**src/rtl/svo_pkg.sv**
```systemverilog
package svo_pkg;

   // fixed field widths
   localparam int OP_W     = 3;
   localparam int TIME_W   = 32;
   localparam int PERIOD_W = 15;
   localparam int AMP_W    = 9;
   localparam int PHASE_W  = 10;
   localparam int OFFSET_W = 9;
   localparam int POS_W    = 18;
   localparam int CSR_IDX_W  = 2;
   localparam int CSR_DATA_W = 15;

   // phase numerator (t*360 + (phase+720)*p) and divisor (360*p) widths
   localparam int NUM_W = 26;
   localparam int DEN_W = 24;

   localparam int MUL_W  = 18;
   localparam int PROD_W = 2 * MUL_W;

   localparam int POS_MAX = 2 ** (POS_W - 1) - 1;
   localparam int POS_MIN = -(2 ** (POS_W - 1));

   // quarter-wave polynomial coefficients, q16
   localparam int POLY_A = 102944;
   localparam int POLY_B = 42047;
   localparam int POLY_C = 4640;
   localparam int DEG_TURN = 360;
   localparam int PHASE_BIAS = 720;

   localparam logic [PERIOD_W-1:0] PERIOD_RESET = 15'd2000;
   localparam logic signed [AMP_W-1:0] AMP_RESET = 9'sd50;

   typedef enum logic [OP_W-1:0] {
      OP_REFRESH   = 3'd0,
      OP_START_NOW = 3'd1,
      OP_START_AT  = 3'd2,
      OP_STOP      = 3'd3,
      OP_REBASE    = 3'd4
   } op_type;

   typedef enum logic [CSR_IDX_W-1:0] {
      CSR_PERIOD = 2'd0,
      CSR_AMP    = 2'd1,
      CSR_PHASE  = 2'd2,
      CSR_OFFSET = 2'd3
   } csr_idx_type;

   typedef struct packed {
      logic [OP_W-1:0]   op;
      logic [TIME_W-1:0] now_ms;
      logic [TIME_W-1:0] start_time;
   } req_type;

   typedef struct packed {
      logic signed [POS_W-1:0] position;
      logic                    rising;
      logic                    stopped;
      logic [PERIOD_W-1:0]     time_in_period;
   } rsp_type;

   typedef enum logic [3:0] {
      DP_NOP    = 4'd0,
      DP_MOD    = 4'd1,
      DP_PHASE  = 4'd2,
      DP_NUM    = 4'd3,
      DP_DIV    = 4'd4,
      DP_SQ     = 4'd5,
      DP_MULC   = 4'd6,
      DP_MULB   = 4'd7,
      DP_MULA   = 4'd8,
      DP_AMP    = 4'd9,
      DP_FINISH = 4'd10
   } dp_step_type;

   typedef struct packed {
      logic        load;
      dp_step_type step;
      logic        capture;
   } dp_cmd_type;

   typedef struct packed {
      logic go_refresh;
   } dp_status_type;

endpackage

```
**src/rtl/svo_dp.sv**
```systemverilog
module svo_dp #(
   parameter int SINE_TABLE_BITS = 10,
   parameter int FRACTION_BITS   = 8
) (
   input  logic                                clock,
   input  logic                                reset,
   input  svo_pkg::dp_cmd_type                 cmd,
   output svo_pkg::dp_status_type              status,
   input  svo_pkg::req_type                    req,
   input  logic                                csr_valid,
   input  logic [svo_pkg::CSR_IDX_W-1:0]       csr_index,
   input  logic [svo_pkg::CSR_DATA_W-1:0]      csr_wdata,
   output svo_pkg::rsp_type                    rsp
);
   import svo_pkg::*;

   localparam int TB  = SINE_TABLE_BITS;
   localparam int QW  = TB - 1;
   localparam int XSH = 18 - TB;
   localparam int RSH = 16 - FRACTION_BITS;
   localparam logic [QW-1:0] Q_QUARTER = {1'b1, {(TB - 2){1'b0}}};
   localparam logic signed [PROD_W-1:0] HALF = (36'sd1 <<< RSH) >>> 1;
   localparam logic signed [PROD_W-1:0] POS_HI = 36'(POS_MAX);
   localparam logic signed [PROD_W-1:0] POS_LO = 36'(POS_MIN);

   // configuration
   logic [PERIOD_W-1:0]        period_ff;
   logic signed [AMP_W-1:0]    amp_ff;
   logic signed [PHASE_W-1:0]  phase_ff;
   logic signed [OFFSET_W-1:0] offset_ff;

   // oscillator state
   logic                    running_ff;
   logic [TIME_W-1:0]       ref_ff;
   logic signed [POS_W-1:0] last_ff;
   logic                    dir_ff;
   logic [PERIOD_W-1:0]     pp_ff;

   // working registers
   logic [TIME_W-1:0]       diff_ff;
   logic [PERIOD_W-1:0]     mrem_ff;
   logic [DEN_W-1:0]        den_ff;
   logic [DEN_W-1:0]        drem_ff;
   logic [2:0]              dd_ff;
   logic [TB-1:0]           q_ff;
   logic [16:0]             x_ff;
   logic [16:0]             x2_ff;
   logic                    neg_ff;
   logic signed [PROD_W-1:0] prod_ff;
   rsp_type                 rsp_ff;

   logic [PERIOD_W-1:0]  p_eff;
   logic [PERIOD_W:0]    mod_r2;
   logic                 mod_ge;
   logic [PERIOD_W-1:0]  mod_next;
   logic [11:0]          phase_ext;
   logic [NUM_W-1:0]     num;
   logic [DEN_W-1:0]     den;
   logic [DEN_W:0]       div_r2;
   logic                 div_ge;
   logic [DEN_W:0]       div_sub;
   logic [1:0]           quad;
   logic [TB-3:0]        rpart;
   logic [QW-1:0]        qv;
   logic [16:0]          x_val;
   logic [16:0]          x2;
   logic [15:0]          tt_b;
   logic [16:0]          tt_a;
   logic [17:0]          t3;
   logic [16:0]          s_mag;
   logic signed [MUL_W-1:0] s_signed;
   logic signed [MUL_W-1:0] mul_a;
   logic signed [MUL_W-1:0] mul_b;
   logic signed [PROD_W-1:0] mul_p;
   logic signed [PROD_W-1:0] pos_w;
   logic signed [POS_W-1:0]  pos_sat;

   assign p_eff    = (period_ff == '0) ? PERIOD_W'(1) : period_ff;
   assign mod_r2   = {mrem_ff, diff_ff[TIME_W-1]};
   assign mod_ge   = mod_r2 >= {1'b0, p_eff};
   assign mod_next = mod_ge ? PERIOD_W'(mod_r2 - {1'b0, p_eff}) : mod_r2[PERIOD_W-1:0];

   // phase + 720 is always positive and fits 11 bits
   assign phase_ext = {{2{phase_ff[PHASE_W-1]}}, phase_ff} + 12'(PHASE_BIAS);
   assign num = NUM_W'({11'b0, mrem_ff} * 26'(DEG_TURN)) + NUM_W'(prod_ff[NUM_W-1:0]);
   assign den = DEN_W'({9'b0, p_eff} * 24'(DEG_TURN));

   assign div_r2  = {drem_ff, dd_ff[2]};
   assign div_ge  = div_r2 >= {1'b0, den_ff};
   assign div_sub = div_r2 - {1'b0, den_ff};

   // quadrant folding of the table index
   assign quad  = q_ff[TB-1:TB-2];
   assign rpart = q_ff[TB-3:0];
   assign qv    = quad[0] ? QW'(Q_QUARTER - {1'b0, rpart}) : {1'b0, rpart};
   assign x_val = 17'(qv) << XSH;

   assign x2    = prod_ff[32:16];
   assign tt_b  = 16'(POLY_B) - {3'b0, prod_ff[28:16]};
   assign tt_a  = 17'(POLY_A) - {1'b0, prod_ff[31:16]};
   assign t3    = prod_ff[33:16];
   assign s_mag = (t3 > 18'd65536) ? 17'h10000 : t3[16:0];
   assign s_signed = neg_ff ? -$signed({1'b0, s_mag}) : $signed({1'b0, s_mag});

   always_comb begin
      mul_a = '0;
      mul_b = '0;
      unique case (cmd.step)
         DP_PHASE: begin
            mul_a = $signed({7'b0, phase_ext[10:0]});
            mul_b = $signed({3'b0, p_eff});
         end
         DP_SQ: begin
            mul_a = $signed({1'b0, x_val});
            mul_b = $signed({1'b0, x_val});
         end
         DP_MULC: begin
            mul_a = $signed(18'(POLY_C));
            mul_b = $signed({1'b0, x2});
         end
         DP_MULB: begin
            mul_a = $signed({2'b0, tt_b});
            mul_b = $signed({1'b0, x2_ff});
         end
         DP_MULA: begin
            mul_a = $signed({1'b0, tt_a});
            mul_b = $signed({1'b0, x_ff});
         end
         DP_AMP: begin
            mul_a = 18'(amp_ff);
            mul_b = s_signed;
         end
         default: begin
            mul_a = '0;
            mul_b = '0;
         end
      endcase
   end

   assign mul_p = mul_a * mul_b;

   // round half up, floor shift, add centre, saturate
   assign pos_w = ((prod_ff + HALF) >>> RSH) + (36'(offset_ff) <<< FRACTION_BITS);

   always_comb begin
      priority if (pos_w > POS_HI) begin
         pos_sat = POS_W'(POS_HI);
      end else if (pos_w < POS_LO) begin
         pos_sat = POS_W'(POS_LO);
      end else begin
         pos_sat = POS_W'(pos_w);
      end
   end

   // configuration registers
   always_ff @(posedge clock) begin
      if (reset) begin
         period_ff <= PERIOD_RESET;
         amp_ff    <= AMP_RESET;
         phase_ff  <= '0;
         offset_ff <= '0;
      end else if (csr_valid) begin
         unique case (csr_index)
            CSR_PERIOD: period_ff <= csr_wdata[PERIOD_W-1:0];
            CSR_AMP:    amp_ff    <= csr_wdata[AMP_W-1:0];
            CSR_PHASE:  phase_ff  <= csr_wdata[PHASE_W-1:0];
            CSR_OFFSET: offset_ff <= csr_wdata[OFFSET_W-1:0];
            default:    period_ff <= period_ff;
         endcase
      end
   end

   // oscillator state
   always_ff @(posedge clock) begin
      if (reset) begin
         running_ff <= 1'b0;
         ref_ff     <= '0;
         last_ff    <= '0;
         dir_ff     <= 1'b1;
         pp_ff      <= '0;
      end else begin
         if (cmd.load) begin
            case (req.op)
               OP_START_NOW: begin
                  ref_ff     <= req.now_ms;
                  running_ff <= 1'b1;
               end
               OP_START_AT: begin
                  ref_ff     <= req.start_time;
                  running_ff <= 1'b1;
               end
               OP_STOP:   running_ff <= 1'b0;
               OP_REBASE: ref_ff <= req.now_ms;
               default:   running_ff <= running_ff;
            endcase
         end
         if (cmd.step == DP_FINISH) begin
            pp_ff   <= mrem_ff;
            dir_ff  <= last_ff < pos_sat;
            last_ff <= pos_sat;
         end
      end
   end

   // working registers, no reset needed
   always_ff @(posedge clock) begin
      if (cmd.load) begin
         diff_ff <= req.now_ms - ref_ff;
         mrem_ff <= '0;
      end
      unique case (cmd.step)
         DP_MOD: begin
            mrem_ff <= mod_next;
            diff_ff <= diff_ff << 1;
         end
         DP_NUM: begin
            den_ff  <= den;
            drem_ff <= DEN_W'(num[NUM_W-1:3]);
            dd_ff   <= num[2:0];
            q_ff    <= '0;
         end
         DP_DIV: begin
            drem_ff <= div_ge ? div_sub[DEN_W-1:0] : div_r2[DEN_W-1:0];
            dd_ff   <= dd_ff << 1;
            q_ff    <= {q_ff[TB-2:0], div_ge};
         end
         DP_SQ: begin
            x_ff   <= x_val;
            neg_ff <= quad[1];
         end
         DP_MULC: x2_ff <= x2;
         default: x_ff <= x_ff;
      endcase
      if (cmd.step == DP_PHASE || cmd.step == DP_SQ || cmd.step == DP_MULC ||
          cmd.step == DP_MULB || cmd.step == DP_MULA || cmd.step == DP_AMP) begin
         prod_ff <= mul_p;
      end
      if (cmd.capture) begin
         rsp_ff.position       <= last_ff;
         rsp_ff.rising         <= dir_ff;
         rsp_ff.stopped        <= ~running_ff;
         rsp_ff.time_in_period <= pp_ff;
      end
   end

   assign status.go_refresh = (req.op == OP_REFRESH) && running_ff;
   assign rsp = rsp_ff;

endmodule

```
**src/rtl/svo_ctrl.sv**
```systemverilog
module svo_ctrl #(
   parameter int SINE_TABLE_BITS = 10
) (
   input  logic                   clock,
   input  logic                   reset,
   input  logic                   req_valid,
   output logic                   req_ready,
   output logic                   rsp_valid,
   input  logic                   rsp_ready,
   input  svo_pkg::dp_status_type status,
   output svo_pkg::dp_cmd_type    cmd
);
   import svo_pkg::*;

   localparam int MOD_STEPS = TIME_W;
   localparam int DIV_STEPS = SINE_TABLE_BITS + 3;
   localparam int CNT_W = $clog2((MOD_STEPS > DIV_STEPS) ? MOD_STEPS : DIV_STEPS);

   typedef enum logic [11:0] {
      S_IDLE   = 12'b0000_0000_0001,
      S_MOD    = 12'b0000_0000_0010,
      S_PHASE  = 12'b0000_0000_0100,
      S_NUM    = 12'b0000_0000_1000,
      S_DIV    = 12'b0000_0001_0000,
      S_SQ     = 12'b0000_0010_0000,
      S_MULC   = 12'b0000_0100_0000,
      S_MULB   = 12'b0000_1000_0000,
      S_MULA   = 12'b0001_0000_0000,
      S_AMP    = 12'b0010_0000_0000,
      S_FINISH = 12'b0100_0000_0000,
      S_WAIT   = 12'b1000_0000_0000
   } state_type;

   state_type        state_ff, state_in;
   logic [CNT_W-1:0] cnt_ff, cnt_in;
   logic             rsp_valid_ff, rsp_valid_in;
   logic             accept;
   logic             slot_free;

   assign req_ready = (state_ff == S_IDLE);
   assign accept    = req_valid && req_ready;
   assign slot_free = !rsp_valid_ff || rsp_ready;

   always_comb begin
      state_in    = state_ff;
      cnt_in      = cnt_ff;
      cmd.load    = 1'b0;
      cmd.step    = DP_NOP;
      cmd.capture = 1'b0;
      unique case (state_ff)
         S_IDLE: begin
            if (accept) begin
               cmd.load = 1'b1;
               cnt_in   = '0;
               state_in = status.go_refresh ? S_MOD : S_WAIT;
            end
         end
         S_MOD: begin
            cmd.step = DP_MOD;
            cnt_in   = cnt_ff + 1'b1;
            if (cnt_ff == CNT_W'(MOD_STEPS - 1)) begin
               cnt_in   = '0;
               state_in = S_PHASE;
            end
         end
         S_PHASE: begin
            cmd.step = DP_PHASE;
            state_in = S_NUM;
         end
         S_NUM: begin
            cmd.step = DP_NUM;
            state_in = S_DIV;
         end
         S_DIV: begin
            cmd.step = DP_DIV;
            cnt_in   = cnt_ff + 1'b1;
            if (cnt_ff == CNT_W'(DIV_STEPS - 1)) begin
               cnt_in   = '0;
               state_in = S_SQ;
            end
         end
         S_SQ: begin
            cmd.step = DP_SQ;
            state_in = S_MULC;
         end
         S_MULC: begin
            cmd.step = DP_MULC;
            state_in = S_MULB;
         end
         S_MULB: begin
            cmd.step = DP_MULB;
            state_in = S_MULA;
         end
         S_MULA: begin
            cmd.step = DP_MULA;
            state_in = S_AMP;
         end
         S_AMP: begin
            cmd.step = DP_AMP;
            state_in = S_FINISH;
         end
         S_FINISH: begin
            cmd.step = DP_FINISH;
            state_in = S_WAIT;
         end
         S_WAIT: begin
            if (slot_free) begin
               cmd.capture = 1'b1;
               state_in    = S_IDLE;
            end
         end
         default: state_in = S_IDLE;
      endcase
   end

   always_comb begin
      rsp_valid_in = rsp_valid_ff && !rsp_ready;
      if (cmd.capture) begin
         rsp_valid_in = 1'b1;
      end
   end

   always_ff @(posedge clock) begin
      if (reset) begin
         state_ff     <= S_IDLE;
         cnt_ff       <= '0;
         rsp_valid_ff <= 1'b0;
      end else begin
         state_ff     <= state_in;
         cnt_ff       <= cnt_in;
         rsp_valid_ff <= rsp_valid_in;
      end
   end

   assign rsp_valid = rsp_valid_ff;

endmodule

```
**src/rtl/servo_sine_oscillator.sv**
```systemverilog
// channel   direction  handshake              word
// req       in         req_valid / req_ready  op, now_ms, start_time
// rsp       out        rsp_valid / rsp_ready  position, rising, stopped, time_in_period
// csr       in         csr_valid / csr_ready  csr_index, csr_wdata (always ready)
//
// a running refresh goes from accept to result register through the bit-serial period
// modulo, the phase and numerator steps, the bit-serial table index divide, and the
// square, three polynomial, amplitude and finish steps, six of them on one shared 18x18
// multiplier; the capture waits while the previous result is not yet taken
// any other command goes straight to the result wait after accept
// one word in flight; the next word is taken while the previous result still waits
// synchronous active-high reset: stopped, reference 0, position 0, rising 1, registers at reset values
module servo_sine_oscillator #(
   parameter int SINE_TABLE_BITS = 10,
   parameter int FRACTION_BITS   = 8
) (
   input  logic                           clock,
   input  logic                           reset,
   // command words
   input  logic                           req_valid,
   output logic                           req_ready,
   input  svo_pkg::req_type               req,
   // result words
   output logic                           rsp_valid,
   input  logic                           rsp_ready,
   output svo_pkg::rsp_type               rsp,
   // register writes
   input  logic                           csr_valid,
   output logic                           csr_ready,
   input  logic [svo_pkg::CSR_IDX_W-1:0]  csr_index,
   input  logic [svo_pkg::CSR_DATA_W-1:0] csr_wdata
);
   import svo_pkg::*;

   dp_cmd_type    cmd;
   dp_status_type status;

   // register writes never stall
   assign csr_ready = 1'b1;

   // sequencer: handshakes and step order
   svo_ctrl #(
      .SINE_TABLE_BITS (SINE_TABLE_BITS)
   ) u_ctrl (
      .clock     (clock),
      .reset     (reset),
      .req_valid (req_valid),
      .req_ready (req_ready),
      .rsp_valid (rsp_valid),
      .rsp_ready (rsp_ready),
      .status    (status),
      .cmd       (cmd)
   );

   // datapath: modulo, index divide, polynomial sine, scaling, state
   svo_dp #(
      .SINE_TABLE_BITS (SINE_TABLE_BITS),
      .FRACTION_BITS   (FRACTION_BITS)
   ) u_dp (
      .clock     (clock),
      .reset     (reset),
      .cmd       (cmd),
      .status    (status),
      .req       (req),
      .csr_valid (csr_valid),
      .csr_index (csr_index),
      .csr_wdata (csr_wdata),
      .rsp       (rsp)
   );

endmodule

```
**config.mk**
```make
export PLATFORM = sky130hd
export DESIGN_NAME = servo_sine_oscillator
export DESIGN_NICKNAME = d
export VERILOG_FILES = /design/src/rtl/svo_pkg.sv /design/src/rtl/svo_dp.sv /design/src/rtl/svo_ctrl.sv /design/src/rtl/servo_sine_oscillator.sv
export SDC_FILE = /design/constraint.sdc
export NUM_CORES = 2
export LEC_CHECK = 0
export BUFFER_PORTS_ARGS = -buffer_cell sky130_fd_sc_hd__buf_2
export CAP_MARGIN = 20
export CORE_ASPECT_RATIO = 2
export CORE_MARGIN = 10
export CORE_UTILIZATION = 35
export DETAILED_ROUTE_END_ITERATION = 8
export GPL_TIMING_DRIVEN = 1
export PLACE_DENSITY = 0.54
export SLEW_MARGIN = 0
export SYNTH_ARGS = -nofsm -noshare
export SYNTH_HDL_FRONTEND = slang
export SYNTH_HIERARCHICAL = 1
export SYNTH_SLANG_ARGS = --single-unit
```
**constraint.sdc**
```tcl
create_clock -name clock -period 10.5 [get_ports clock]
set_input_delay 2.1 -clock clock [delete_from_list [all_inputs] [get_ports clock]]
set_output_delay 2.1 -clock clock [all_outputs]
set_load 0.02 [all_outputs]
```
# ---- Word level (Yosys, flattened, before mapping)
# Cells that the tools add are included.
dict set report op_classes {
  shifts 0
  bitwise_logic 1
  muxes 35
  n_reduce_logical 29
  add_sub_neg 12
  div_mod_pow 0
  n_eq_ne 35
  n_lt_le_gt_ge 6
  multipliers 3
}
# op n
set ops {}
lappend ops {{case mux 18 bit (6 select lines)} 2}
lappend ops {{case mux 12 bit (12 select lines)} 1}
lappend ops {{2-to-1 mux 32 bit} 2}
lappend ops {{case mux 32 bit (2 select lines)} 1}
lappend ops {{2-to-1 mux 12 bit} 5}
lappend ops {{2-to-1 mux 15 bit} 4}
lappend ops {{2-to-1 mux 18 bit} 3}
lappend ops {{case mux 24 bit (2 select lines)} 1}
lappend ops {{multiplier 15 x 6 -> 21 bit, second input constant} 2}
lappend ops {{case mux 4 bit (10 select lines)} 1}
lappend ops {{adder 36 x 9 -> 36 bit, second input constant} 1}
lappend ops {{> comparator 36 x 18 -> 1 bit, second input constant} 1}
lappend ops {{less-than comparator 36 x 18 -> 1 bit, second input constant} 1}
lappend ops {{multiplier 18 x 18 -> 36 bit} 1}
lappend ops {{subtractor 32 bit} 1}
lappend ops {{adder 28 x 17 -> 29 bit} 1}
lappend ops {{adder 24 x 26 -> 26 bit} 1}
lappend ops {{>= comparator 25 x 24 -> 1 bit} 1}
lappend ops {{2-to-1 mux 24 bit} 1}
lappend ops {{subtractor 24 bit} 1}
lappend ops {{case mux 10 bit (2 select lines)} 1}
lappend ops {{> comparator 18 x 17 -> 1 bit, second input constant} 1}
lappend ops {{less-than comparator 18 bit} 1}
lappend ops {{negation 17 -> 18 bit} 1}
lappend ops {{other kinds (51)} 85}
dict set report totals {
  mem_bits_rw 0
  wordCells 148
  romBits 0
  mem_count 0
  output_inout_bits 38
  latch_bits 0
  input_bits 89
  ff_bits 331
}

# ---- Depth between registers and ports, before layout
dict set report depth {
  depth_word 8
  mapped_depth 40
  depth_no_buf 37
}

# ---- Hierarchy
# Netlist, hierarchy kept.
# mod seq_area_each_um2 cells_per_inst area_per_inst_um2 instances
set by_module_without_submodules {}
lappend by_module_without_submodules {svo_dp 8287.9 3850 34857.2 1}
lappend by_module_without_submodules {svo_ctrl 360.3 135 1121.1 1}
lappend by_module_without_submodules {servo_sine_oscillator 0.0 2 11.3 1}

# ---- Worst setup path before layout
# OpenSTA, ideal clock, no wires.
dict set report synth_timing {
  path_kind {register to register}
  from {register u_ctrl.state_ff[0]}
  to {register u_dp.prod_ff[32], data pin}
  path_stages_with_launch 37
  arrival_ps 9335
  path_slack_ps 900
  t_required_ps 10235
  synth_period_minus_slack_ps 9600
  path_buffers 7
  cell_sequence {dfxtp_1 -> buf_2 -> or4_1 -> buf_2 -> or3_1 -> nand3_1 -> clkbuf_1 -> nor2b_1 -> clkbuf_1 -> nand2_1 -> inv_1 -> clkbuf_1 -> buf_1 -> a222oi_1 -> o21ai_1 -> clkbuf_1 -> nand2_1 -> fa_1 -> inv_1 -> fa_1 -> ha_1 -> inv_1 -> fa_1 -> fa_1 -> fa_1 -> inv_1 -> ha_1 -> o21a_1 -> o21ai_0 -> nand2_1 -> o211ai_1 -> a21oi_1 -> o41ai_2 -> o31ai_1 -> a21oi_2 -> nor3_1 -> or3_1}
}
# item line_no
set synth_lines {}
lappend synth_lines {{start: declaration} svo_ctrl.sv:34} ;# state_type state_ff, state_in;
lappend synth_lines {{start signal: assignment} svo_ctrl.sv:129} ;# state_ff <= state_in;
lappend synth_lines {{end signal: assignment} svo_dp.sv:236} ;# prod_ff <= mul_p;
lappend synth_lines {{end: declaration} svo_dp.sv:49} ;# logic signed [PROD_W-1:0] prod_ff;

==> results.py <==
metrics = {
    "timing": {
        "whs_ns": 0.419,
        "tightest_slew_ns": 1.09,
        "slew_headroom_pct": 27.4,
        "maxSlewViolCount": 0,
        "setup_viol": 0,
        "post-route-period-util_pct": 94.6,
        "finClkSkew_ns": 0.0199,
        "setup_ws_ns": 0.565,
        "period_minus_slack_ns": 9.94,
        "hold_viol": 0,
        "max_freq_mhz": 101,
    },
    "yosys": {
        "netlist_area_um2": 36000,
        "synth.most_common_cell": "inv_1",
        "syn-num-nets": 4764,
        "synthDominantCellAreaShare_pct": 21.2,
        "yosys-top-cells-area": "fa_1 21%, edfxtp_1 17%, ha_1 11%, dfxtp_1 7.2%, inv_1 6.8%",
        "syn_area_per_cell_um2": 9.03,
        "synth_ff_type": "edfxtp_1",
        "ys_types": 95,
        "syn_inst": 3987,
        "synth_common_cells": "654 x inv_1, 458 x nand2_1, 382 x fa_1",
        "yosysSeqAreaShare_pct": 24.0,
        "synth_seq_cells": 331,
        "synth_largest_area_cell": "fa_1",
        "ys_warn_count": 6,
        "synthArstFlopShare_pct": 0,
        "synth_edf_count": 202,
    },
    "clock_network": {
        "ctsHoldBuffers": 0,
        "insertion_delay_ns": 0.62,
        "cts_buffer_depth": 3,
        "htree_num_levels": 1,
        "cts_tree": "yes",
        "clk_pin_slew_ns": 0.07,
        "clockRootBuffer": "clkbuf_16",
        "cts.sinks": 331,
        "cts_buffers": 31,
    },
    "die": {
        "dieArea_um2": 117000,
        "die_h_um": 473,
        "start_util_pct": 35.2,
        "core_area_um2": 102000,
        "io_pins": 127,
        "die_w_um": 247,
        "rows": 166,
    },
    "layout": {
        "drive_above_1_share_pct": 8.69,
        "syn_to_final_growth_pct": 10.5,
        "finalNetCount": 4881,
        "final_cells": 5476,
    },
    "grt": {
        "grt_pass1_wl_mm": 179,
        "gr-total-overflow": 0,
        "grt_max_degree": 67,
        "grt_use_total_pct": 19.9,
        "grt_pass1_vias": 30800,
        "antenna_found_initial": 3,
    },
    "power_and_ir_drop": {
        "power.density_nw_per_um2": 114,
        "power_frac_seq_pct": 33.6,
        "swShare_pct": 35.4,
        "clkPwrFrac_pct": 28.8,
        "comb_power_share_pct": 37.6,
        "switching_power_mw": 1.61,
        "vdd_drop_max_mv": 0.123,
        "p_leak_nw": 17.9,
        "internal-power_mw": 2.93,
    },
    "hold_path": {
        "worstHoldPathType": "flip-flop to flip-flop",
        "hold_depth": 0,
    },
    "placed_design": {
        "routabilityCongestion": 0.918,
        "port_buffers": 125,
        "dp_cells": 5413,
        "dp_hpwl_mm": 96.6,
        "preCtsSetupSlack_ns": 0.245,
    },
    "setup_path": {
        "setup.worst_path.start": "u_ctrl/state_ff[2]",
        "worstPathRequired_ns": 10.85,
        "r2r-end": "u_dp/prod_ff[32]",
        "cpMaxStageDelayCell": "a2111o_1",
        "cp-start-kind": "flip-flop",
        "cp.arrival_ns": 10.29,
        "r2r_start": "u_ctrl/state_ff[2]",
        "cp_common_cell": "fa_1",
        "endpoint": "u_dp/prod_ff[32]",
        "cp_max_fo": 16,
        "worstRegToRegCells": 32,
        "crit_type": "flip-flop to flip-flop",
        "rrSetupSlack_ns": 0.56,
        "critPathMaxStageDelay_ns": 0.64,
        "cp-end-kind": "flip-flop",
    },
    "detailed_routing": {
        "vias_per_cell": 5.25,
        "ant_nets": 0,
        "firstDrtPassIters": 5,
        "num_vias": 28800,
        "routedWlPerCell_um": 21.2,
        "drc": 0,
        "drtIter0Drc": 1616,
        "wl_mm": 116,
    },
    "outcome": {
        "status": "complete, no violations",
    },
    "run": {
        "max_cap_violations": 0,
    },
}
power groups by stage:
stage / combinational [mW] / sequential, mW / clock [mW]
after floorplan: 1.24 / 1.54 / 0
after global placement: 1.67 / 1.56 / 0
after detailed placement: 1.69 / 1.56 / 0
after CTS: 1.70 / 1.53 / 1.34
after global routing: 1.90 / 1.53 / 1.38
final: 1.71 / 1.53 / 1.31
kinds of logic after synthesis:
logic type | share of synthesized area (%)
buf+inv | 8.61
compound gates | 13.6
mux | 2.06
fa+ha+maj | 31.9
flops | 24.0
simple gates | 14.8
other cells | 0.0104
xor+xnor | 4.96
cells in the final DEF, fill, tap and decap left out, types with 16 or more instances in the layout:
cell type / n
a211o_1: 19
a211oi_1: 69
a21o_1: 54
a21oi_1: 192
a22oi_1: 18
a31oi_1: 17
and2_1: 54
and3_1: 27
buf_2: 124
buf_4: 110
clkbuf_16: 33
dfxtp_1: 129
edfxtp_1: 202
fa_1: 382
ha_1: 306
inv_1: 654
mux2i_1: 73
nand2_1: 457
nand2b_1: 47
nand3_1: 62
nand4_1: 23
nor2_1: 281
nor2b_1: 37
nor3_1: 45
nor4_1: 16
o211ai_1: 19
o21a_1: 30
o21ai_0: 125
o21bai_1: 24
or3_1: 21
xnor2_1: 137
xor2_1: 67
layout make-up:
class / instances / area (µm²)
multi-input cells: 2846 / 24300
inverters: 657 / 2470
fillers: 10300 / 62400
flip-flops and latches: 331 / 8650
repair buffers: 237 / 1490
clock inverters: 18 / 272
diodes: 3 / 7.51
well taps: 1344 / 1680
clock buffers: 40 / 863
state kept, by name, indices dropped and copies added, names as in the netlist:
register,count
u_dp/rsp,35
u_dp/offset_ff,9
u_dp/x_ff,9
u_dp/dd_ff,3
u_ctrl/state_ff,12
u_dp/diff_ff,32
u_dp/phase_ff,10
u_dp/last_ff,18
u_ctrl/cnt_ff,5
u_dp/mrem_ff,15
u_dp/q_ff,10
u_ctrl/rsp_valid,1
u_dp/neg_ff,1
u_dp/dir_ff,1
u_dp/prod_ff,36
u_dp/den_ff,21
u_dp/x2_ff,17
u_dp/period_ff,15
u_dp/ref_ff,32
u_dp/amp_ff,9
u_dp/drem_ff,24
u_dp/pp_ff,15
u_dp/running_ff,1
what timing repair did:
action                                  in CTS  in global routing
endpoints found under the setup margin       0                  5
buffers inserted                             0                  0
gates resized for setup                      0                  2
worst max-delay path, delay by kind of cell, from the launching register on:
family / cells / cell delay, ns
flops: 1 / 0.47
buf+inv: 7 / 1.07
simple gates: 10 / 2.83
fa+ha+maj: 7 / 3.05
compound gates: 8 / 2.24
metrics by stage:
step	power (mW)	cell area [µm²]	utilization, %	TNS (ns)
2_1_floorplan	2.78	36000	-	0
3_3_place_gp	3.23	38600	37.7	0
3_5_place_dp	3.24	38600	37.8	0
4_1_cts	4.58	39700	38.9	0
5_1_grt	4.82	39800	38.9	-0.00757
6_report	4.54	39800	38.9	0
how the worst min path moves through the flow:
stage / from / to / slack (ns)
2_1_floorplan: u_dp/q_ff[9] / u_dp/neg_ff / 0.40
3_3_place_gp: u_dp/pp_ff[0] / u_dp/rsp[0] / 0.41
3_5_place_dp: u_dp/pp_ff[11] / u_dp/rsp[11] / 0.42
4_1_cts: u_dp/pp_ff[11] / u_dp/rsp[11] / 0.42
5_1_grt: u_dp/pp_ff[11] / u_dp/rsp[11] / 0.43
6_report: u_dp/pp_ff[11] / u_dp/rsp[11] / 0.42
routing by layer:
| metal | share of wire [%] | track usage (%) | vias to the layer above |
|---|---|---|---|
| li1 | - | - | 13500 |
| met1 | 32 | 18.0 | 14200 |
| met2 | 57 | 40.4 | 772 |
| met3 | 3.5 | 1.74 | 317 |
| met4 | 7.4 | 13.1 | 0 |
| met5 | 0 | 0 | - |
Note: power is estimated with default switching activity, not from simulation.
